<file path="config.mk">
export PLATFORM = sky130hd
export DESIGN_NAME = timed_event_queue_core
export DESIGN_NICKNAME = d
export VERILOG_FILES = /design/src/rtl/teq_pkg.sv /design/src/rtl/teq_ram.sv /design/src/rtl/timed_event_queue_core.sv
export SDC_FILE = /design/constraint.sdc
export NUM_CORES = 2
export LEC_CHECK = 0
export BUFFER_PORTS_ARGS = -buffer_cell sky130_fd_sc_hd__buf_2
export CAP_MARGIN = 20
export CORE_MARGIN = 3
export CORE_UTILIZATION = 30
export DETAILED_ROUTE_END_ITERATION = 8
export PLACE_DENSITY = 0.43
export REMOVE_ABC_BUFFERS = 1
export SYNTH_ARGS = -nofsm -noshare
export SYNTH_HDL_FRONTEND = slang
export SYNTH_SLANG_ARGS = --single-unit
</file>
<file path="constraint.sdc">
create_clock -name aclk -period 13.3 [get_ports aclk]
set_input_delay 1.33 -clock aclk [delete_from_list [all_inputs] [get_ports aclk]]
set_output_delay 1.33 -clock aclk [all_outputs]
set_load 0.05 [all_outputs]
</file>
<file path="src/rtl/teq_pkg.sv">
package teq_pkg;

    localparam int QUEUE_DEPTH = 64;
    localparam int IDX_W       = $clog2(QUEUE_DEPTH);
    localparam int CNT_W       = $clog2(QUEUE_DEPTH + 1);

    // op codes
    localparam logic [1:0] OP_SCHEDULE = 2'd0;
    localparam logic [1:0] OP_POP      = 2'd1;
    localparam logic [1:0] OP_ADVANCE  = 2'd2;
    localparam logic [1:0] OP_UNUSED   = 2'd3;

    // result status codes
    localparam logic [2:0] ST_ACCEPTED = 3'd0;
    localparam logic [2:0] ST_FULL     = 3'd1;
    localparam logic [2:0] ST_GIVEN    = 3'd2;
    localparam logic [2:0] ST_NONE     = 3'd3;
    localparam logic [2:0] ST_ENDED    = 3'd4;
    localparam logic [2:0] ST_ADVANCED = 3'd5;

    typedef struct packed {
        logic [15:0] seq;
        logic [15:0] id;
        logic [31:0] time_val;
    } entry_t;

    localparam int ENTRY_W = $bits(entry_t);

endpackage

</file>
<file path="src/rtl/teq_ram.sv">
module teq_ram #(
    parameter int DATA_W = 64,
    parameter int ADDR_W = 6
) (
    input  logic              aclk,
    input  logic              wr_en,
    input  logic [ADDR_W-1:0] wr_addr,
    input  logic [DATA_W-1:0] wr_data,
    input  logic [ADDR_W-1:0] rd_addr,
    output logic [DATA_W-1:0] rd_data
);

    logic [DATA_W-1:0] mem [2**ADDR_W];

    // one write port, one registered read port
    always_ff @(posedge aclk) begin
        if (wr_en) begin
            mem[wr_addr] <= wr_data;
        end
        rd_data <= mem[rd_addr];
    end

endmodule

</file>
<file path="src/rtl/timed_event_queue_core.sv">
// channel   | dir | tdata (low bit up)                         | tuser
// s_ (item) | in  | event_id 16, event_time 32, is_absolute 1   | op 2
// m_ (res)  | out | due_id 16, due_time 32, now_time 32         | status 3
// cfg_      | in  | run_duration 32 on cfg_wr_data             | -
//
// schedule, advance and refused items are answered straight from the idle state.
// a pop scans every stored entry through the single read port, one per cycle,
// then, if the earliest entry is due, shifts the later entries down one slot a cycle.
// aresetn is synchronous; entry storage is not cleared, only count, time, sequence and run duration.
// a new transaction is taken once the sequencer is idle and the result register is free.
module timed_event_queue_core (
    input  logic        aclk,
    input  logic        aresetn,
    input  logic        cfg_wr_en,
    input  logic [31:0] cfg_wr_data,
    input  logic        s_tvalid,
    output logic        s_tready,
    input  logic [55:0] s_tdata,  // event_id, event_time, is_absolute, zero fill
    input  logic [1:0]  s_tuser,  // op
    output logic        m_tvalid,
    input  logic        m_tready,
    output logic [79:0] m_tdata,  // due_id, due_time, now_time
    output logic [2:0]  m_tuser   // status
);
    import teq_pkg::*;

    typedef enum logic [2:0] {S_IDLE, S_SCAN, S_SHIFT_RD, S_SHIFT, S_DONE} state_t;

    state_t           state_reg;
    logic [31:0]      run_dur_reg;
    logic [31:0]      now_reg;
    logic [CNT_W-1:0] count_reg;
    logic [15:0]      seq_reg;
    logic [IDX_W-1:0] idx_reg;
    logic             found_reg;
    logic [IDX_W-1:0] best_idx_reg;
    logic [31:0]      best_time_reg;
    logic [15:0]      best_id_reg;
    logic [2:0]       res_status_reg;

    logic             m_tvalid_reg;
    logic [2:0]       m_status_reg;
    logic [15:0]      m_id_reg;
    logic [31:0]      m_time_reg;
    logic [31:0]      m_now_reg;

    logic             wr_en;
    logic [IDX_W-1:0] wr_addr;
    entry_t           wr_data;
    logic [IDX_W-1:0] rd_addr;
    entry_t           rd_data;

    logic [1:0]  in_op;
    logic [15:0] in_id;
    logic [31:0] in_time;
    logic        in_abs;
    logic        accept;
    logic        out_free;
    logic        ended;
    logic        pop_start;
    logic [32:0] rel_sum;
    logic [31:0] sched_time;
    logic        better;
    logic        scan_last;

    assign in_op   = s_tuser;
    assign in_id   = s_tdata[15:0];
    assign in_time = s_tdata[47:16];
    assign in_abs  = s_tdata[48];

    assign out_free = !m_tvalid_reg || m_tready;
    assign s_tready = (state_reg == S_IDLE) && out_free;
    assign accept   = s_tvalid && s_tready;
    assign ended    = now_reg >= run_dur_reg;

    // a pop on a non-empty running queue goes to the scan
    assign pop_start = accept && (in_op == OP_POP) && !ended && (count_reg != '0);

    // saturating relative time
    assign rel_sum    = {1'b0, now_reg} + {1'b0, in_time};
    assign sched_time = in_abs ? in_time : (rel_sum[32] ? 32'hFFFF_FFFF : rel_sum[31:0]);

    // scan compare, strict so that the earlier slot wins a tie
    assign better    = !found_reg || (rd_data.time_val < best_time_reg);
    assign scan_last = ({1'b0, idx_reg} == count_reg - CNT_W'(1));

    // read address issued in the cycle before its data is used
    always_comb begin
        unique case (state_reg)
            S_SCAN:     rd_addr = idx_reg + IDX_W'(1);
            S_SHIFT_RD: rd_addr = idx_reg + IDX_W'(1);
            S_SHIFT:    rd_addr = idx_reg + IDX_W'(2);
            default:    rd_addr = '0;
        endcase
    end

    // write port: append on schedule, move down on shift
    always_comb begin
        wr_en   = 1'b0;
        wr_addr = idx_reg;
        wr_data = rd_data;
        if (state_reg == S_SHIFT) begin
            wr_en = 1'b1;
        end else if (accept && in_op == OP_SCHEDULE && !ended
                     && count_reg < CNT_W'(QUEUE_DEPTH)) begin
            wr_en            = 1'b1;
            wr_addr          = count_reg[IDX_W-1:0];
            wr_data.time_val = sched_time;
            wr_data.id       = in_id;
            wr_data.seq      = seq_reg;
        end
    end

    teq_ram #(
        .DATA_W (ENTRY_W),
        .ADDR_W (IDX_W)
    ) u_ram (
        .aclk    (aclk),
        .wr_en   (wr_en),
        .wr_addr (wr_addr),
        .wr_data (wr_data),
        .rd_addr (rd_addr),
        .rd_data (rd_data)
    );

    // configuration register
    always_ff @(posedge aclk) begin
        if (!aresetn) begin
            run_dur_reg <= '0;
        end else if (cfg_wr_en) begin
            run_dur_reg <= cfg_wr_data;
        end
    end

    // sequencer and result register
    always_ff @(posedge aclk) begin
        if (!aresetn) begin
            state_reg    <= S_IDLE;
            now_reg      <= '0;
            count_reg    <= '0;
            seq_reg      <= '0;
            found_reg    <= 1'b0;
            m_tvalid_reg <= 1'b0;
        end else begin
            unique case (state_reg)
                S_IDLE: begin
                    if (accept) begin
                        // a pop that scans delivers its result later
                        m_tvalid_reg <= !pop_start;
                        m_id_reg     <= '0;
                        m_time_reg   <= '0;
                        m_now_reg    <= now_reg;
                        if (in_op == OP_UNUSED) begin
                            m_status_reg <= ST_NONE;
                        end else if (ended) begin
                            m_status_reg <= ST_ENDED;
                        end else if (in_op == OP_SCHEDULE) begin
                            if (count_reg < CNT_W'(QUEUE_DEPTH)) begin
                                m_status_reg <= ST_ACCEPTED;
                                count_reg    <= count_reg + CNT_W'(1);
                                seq_reg      <= seq_reg + 16'd1;
                            end else begin
                                m_status_reg <= ST_FULL;
                            end
                        end else if (in_op == OP_ADVANCE) begin
                            m_status_reg <= ST_ADVANCED;
                            now_reg      <= now_reg + 32'd1;
                            m_now_reg    <= now_reg + 32'd1;
                        end else if (count_reg == '0) begin
                            m_status_reg <= ST_NONE;
                        end else begin
                            // pop: start the scan
                            idx_reg      <= '0;
                            found_reg    <= 1'b0;
                            state_reg    <= S_SCAN;
                        end
                    end else if (m_tvalid_reg && m_tready) begin
                        m_tvalid_reg <= 1'b0;
                    end
                end
                S_SCAN: begin
                    if (better) begin
                        best_idx_reg  <= idx_reg;
                        best_time_reg <= rd_data.time_val;
                        best_id_reg   <= rd_data.id;
                    end
                    found_reg <= 1'b1;
                    idx_reg   <= idx_reg + IDX_W'(1);
                    if (scan_last) begin
                        if ((better ? rd_data.time_val : best_time_reg) > now_reg) begin
                            res_status_reg <= ST_NONE;
                            state_reg      <= S_DONE;
                        end else begin
                            res_status_reg <= ST_GIVEN;
                            idx_reg        <= better ? idx_reg : best_idx_reg;
                            state_reg      <= S_SHIFT_RD;
                        end
                    end
                end
                S_SHIFT_RD: begin
                    if ({1'b0, idx_reg} + CNT_W'(1) >= count_reg) begin
                        count_reg <= count_reg - CNT_W'(1);
                        state_reg <= S_DONE;
                    end else begin
                        state_reg <= S_SHIFT;
                    end
                end
                S_SHIFT: begin
                    idx_reg <= idx_reg + IDX_W'(1);
                    if ({1'b0, idx_reg} + CNT_W'(2) >= count_reg) begin
                        count_reg <= count_reg - CNT_W'(1);
                        state_reg <= S_DONE;
                    end
                end
                S_DONE: begin
                    if (out_free) begin
                        m_tvalid_reg <= 1'b1;
                        m_status_reg <= res_status_reg;
                        m_id_reg     <= (res_status_reg == ST_GIVEN) ? best_id_reg : 16'd0;
                        m_time_reg   <= (res_status_reg == ST_GIVEN) ? best_time_reg : 32'd0;
                        m_now_reg    <= now_reg;
                        state_reg    <= S_IDLE;
                    end
                end
                default: state_reg <= S_IDLE;
            endcase
        end
    end

    assign m_tvalid = m_tvalid_reg;
    assign m_tuser  = m_status_reg;
    assign m_tdata  = {m_now_reg, m_time_reg, m_id_reg};

`ifndef SYNTHESIS
    a_count_bound: assert property (@(posedge aclk) disable iff (!aresetn)
        count_reg <= CNT_W'(QUEUE_DEPTH))
        else $error("entry count beyond queue depth");

    a_ready_idle: assert property (@(posedge aclk) disable iff (!aresetn)
        s_tready |-> (state_reg == S_IDLE))
        else $error("ready while sequencer busy");

    a_pop_shrinks: assert property (@(posedge aclk) disable iff (!aresetn)
        (state_reg == S_DONE && res_status_reg == ST_GIVEN) |->
        $past(state_reg) == S_DONE || count_reg == $past(count_reg) - CNT_W'(1))
        else $error("given event did not shrink the queue");
`endif

endmodule
</file>
==> results.py <==
metrics = {
    "route": {
        "routed_wl_um": 677000,
        "via_per_inst": 5.98,
        "wire_per_inst_um": 33.9,
        "drt_iter0_markers": 16100,
        "vias": 119000,
        "drc_errors": 0,
        "ant_nets": 0,
        "dr.pass1.iters": 9,
    },
    "setup_path": {
        "cp_common_cell": "buf_4",
        "critPathCaptureType": "register",
        "crit_chain": "ha_1 > nand4_1 > nor4_1 > o21ai_1 > buf_4 > nand4_1 > buf_12 > and2_0 > a41oi_2 > nor2_4 > buf_4 > buf_4",
        "worstPathMaxFanout": 72,
        "cp.required_ns": 13.87,
        "critical-path-slowest-cell": "nor2_4",
        "critPathLaunchType": "register",
        "cp_data_arrival_time_ns": 7.04,
        "path_class": "register to register",
        "critPathMaxStageDelay_ns": 0.90,
    },
    "global_route": {
        "grt_pass1_wl_um": 927000,
        "grt_pass1_vias": 111000,
        "antenna_found_initial": 38,
        "grt_remaining_overflow": 0,
        "grt_max_degree": 115,
        "grt_usage_pct": 25.0,
    },
    "sta": {
        "setup_violations": 0,
        "worst_pin_slew_ns": 1.29,
        "rsz0062_at_grt": "no",
        "timing.fmax_mhz": 155,
        "drv_slew": 0,
        "fin_tns_setup_ns": 0,
        "finalClockSkew_ns": 0.105,
        "whs_ns": 0.433,
        "min_period_ns": 6.47,
        "relSlewSlack_pct": 13.9,
        "finalCritPeriodShare_pct": 48.7,
        "hold_viol_final": 0,
    },
    "synthesis": {
        "synth_cells": 13100,
        "yosysTopAreaCell": "edfxtp_1",
        "synth_top_area_share_pct": 63.5,
        "synth_flop_cell": "edfxtp_1",
        "yosysWarnings": 0,
        "yosysSeqAreaShare_pct": 65.1,
        "synth_area_um2": 152000,
        "synthTopCellsByArea": "edfxtp_1 63%, nand2_1 5.1%, o22ai_1 4.6%",
        "async_reset_ff_share_pct": 0,
        "synth_edf_count": 3216,
        "ys_ff_latch": 3340,
        "synth.avg_cell_area_um2": 11.7,
        "synth.distinct_cells": 84,
    },
    "clock_tree": {
        "path_clk_slew_ns": 0.06,
        "clkLatencyLatePin_ns": 1.04,
        "clock_tree.buffer_depth": 4,
        "numCtsBuffers": 393,
        "holdBufCountCts": 0,
        "cts-htree-levels": 5,
        "postCtsResizedCells": 0,
        "root_buffer": "clkbuf_16",
        "clock-sinks": 3340,
        "postCtsSetupBuffers": 0,
        "cts_tree": "yes",
    },
    "pwr": {
        "p_leak_nw": 55.8,
        "peakVddDrop_v": 0.000110,
        "p_per_area_nw_per_um2": 147,
    },
    "final_layout": {
        "top_register": "u_ram.mem",
        "syn_to_final_growth_pct": 14.6,
        "drive_gt1_share_pct": 10.1,
        "top_regs": "u_ram.mem x3072, u_ram.rd_data x48",
        "largest_reg_flops": 3072,
        "finalNetCount": 13200,
    },
    "floorplan": {
        "fp.dieH_um": 718,
        "core_um2": 503000,
        "die_width_um": 718,
        "top_level_ports": 180,
        "initial_core_util_pct": 30.2,
        "design.die.area_um2": 516000,
        "rows": 260,
    },
    "placed_design": {
        "place_hpwl_um": 360000,
        "gp_congestion": 0.804,
        "io_buffers": 172,
    },
    "hold_path": {
        "hold_path_class": "register to register",
    },
    "job": {
        "drv_cap": 0,
    },
    "status": {
        "outcome": "finished clean",
    },
}
==> synthesized netlist by cell type (all sizes together) (20+ instances only) <==
| cell type | instances |
|---|---|
| a211oi | 347 |
| a21o | 28 |
| a21oi | 892 |
| a221oi | 147 |
| a222oi | 92 |
| a22o | 321 |
| a22oi | 137 |
| a311oi | 26 |
| a31oi | 138 |
| a32oi | 36 |
| and2 | 51 |
| and3 | 125 |
| buf | 595 |
| clkbuf | 541 |
| dfxtp | 124 |
| edfxtp | 3216 |
| ha | 151 |
| inv | 132 |
| mux2 | 31 |
| mux2i | 54 |
| nand2 | 2081 |
| nand2b | 20 |
| nand3 | 490 |
| nand4 | 36 |
| nor2 | 479 |
| nor2b | 54 |
| nor3 | 190 |
| nor4 | 23 |
| o211ai | 25 |
| o21ai | 980 |
| o221ai | 40 |
| o22ai | 1130 |
| o32ai | 34 |
| or3 | 34 |
| xnor2 | 89 |
==> per-stage QoR <==
step | std cells | worst slack [ns] | utilization (%) | power [mW] | instance area, um^2
3_5_place_dp | 19200 | 6.70 | 32.1 | 15.0 | 162000
2_1_floorplan | 11900 | -82.62 | - | 14.3 | 147000
3_3_place_gp | 19200 | 6.73 | 32.1 | 15.0 | 161000
6_report | 20000 | 6.83 | 34.6 | 25.6 | 174000
5_1_grt | 19900 | 6.66 | 34.6 | 26.4 | 174000
4_1_cts | 19900 | 6.70 | 34.6 | 25.8 | 174000
==> worst max-delay path: cells and delay by family, from the launching register on <==
kind                       cells  cell delay, ns
AOI/OAI and AO/OA              2            0.62
DFF                            1            0.65
and+or+nand+nor                5            2.25
buffers and inverters          4            2.01
adders and majority gates      1            0.22
==> path summary, 6_finish.rpt <==
| check | start | end | slack [ns] | cells past startpoint |
|---|---|---|---|---|
| max | now_reg[18] | u_ram.mem[31][42] | 6.83 | 12 |
| max reg2reg | now_reg[18] | u_ram.mem[31][42] | 6.83 | 12 |
| min | u_ram.rd_data[43] | best_id_reg[11] | 0.43 | 0 |
| min reg2reg | u_ram.rd_data[43] | best_id_reg[11] | 0.43 | 0 |
==> report_power, final <==
group	internal [mW]	switching (mW)	total [mW]
registers	12.2	0.0772	12.3
logic	0.542	2.00	2.54
clock network	6.24	4.57	10.8
==> per-layer routing <==
layer / track usage, % / share of wire (%)
met4: 7.58 / 3.2
met3: 3.91 / 8.3
met5: 0 / 0.010
met1: 35.2 / 43
met2: 39.8 / 45
==> area by class of cell <==
class | count | area [um^2]
clock buffers | 528 | 10700
repair buffers | 618 | 4900
diodes | 10 | 25.0
inverters | 133 | 514
clock inverters | 199 | 1880
multi-input cells | 8447 | 48900
well taps | 6681 | 8360
fillers | 49500 | 329000
flip-flops and latches | 3340 | 99100
==> kinds of logic after synthesis <==
logic type      count (synthesis)  synth area share, %
mux                            85                0.585
flops                        3340                 65.1
buf+inv                      1269                 3.49
xor+xnor                      102                0.587
simple gates                 3619                 10.2
fa+ha+maj                     153                 1.26
compound gates               4488                 18.8
==> cell usage in the layout, fill, tap and decap left out, types with 122 or more instances in the layout <==
| cell | n |
|---|---|
| buf_2 | 172 |
| a221oi_1 | 146 |
| nor3_1 | 188 |
| inv_1 | 130 |
| a21oi_1 | 889 |
| edfxtp_1 | 3216 |
| o21ai_0 | 923 |
| a22o_1 | 321 |
| and3_1 | 125 |
| a22oi_1 | 137 |
| dfxtp_1 | 122 |
| buf_4 | 389 |
| nand2_1 | 2072 |
| o22ai_1 | 1129 |
| a211oi_1 | 347 |
| nand3_1 | 490 |
| a31oi_1 | 134 |
| ha_1 | 151 |
| nor2_1 | 407 |
| clkbuf_16 | 399 |
No activity file was read; power rests on OpenSTA's default activity.
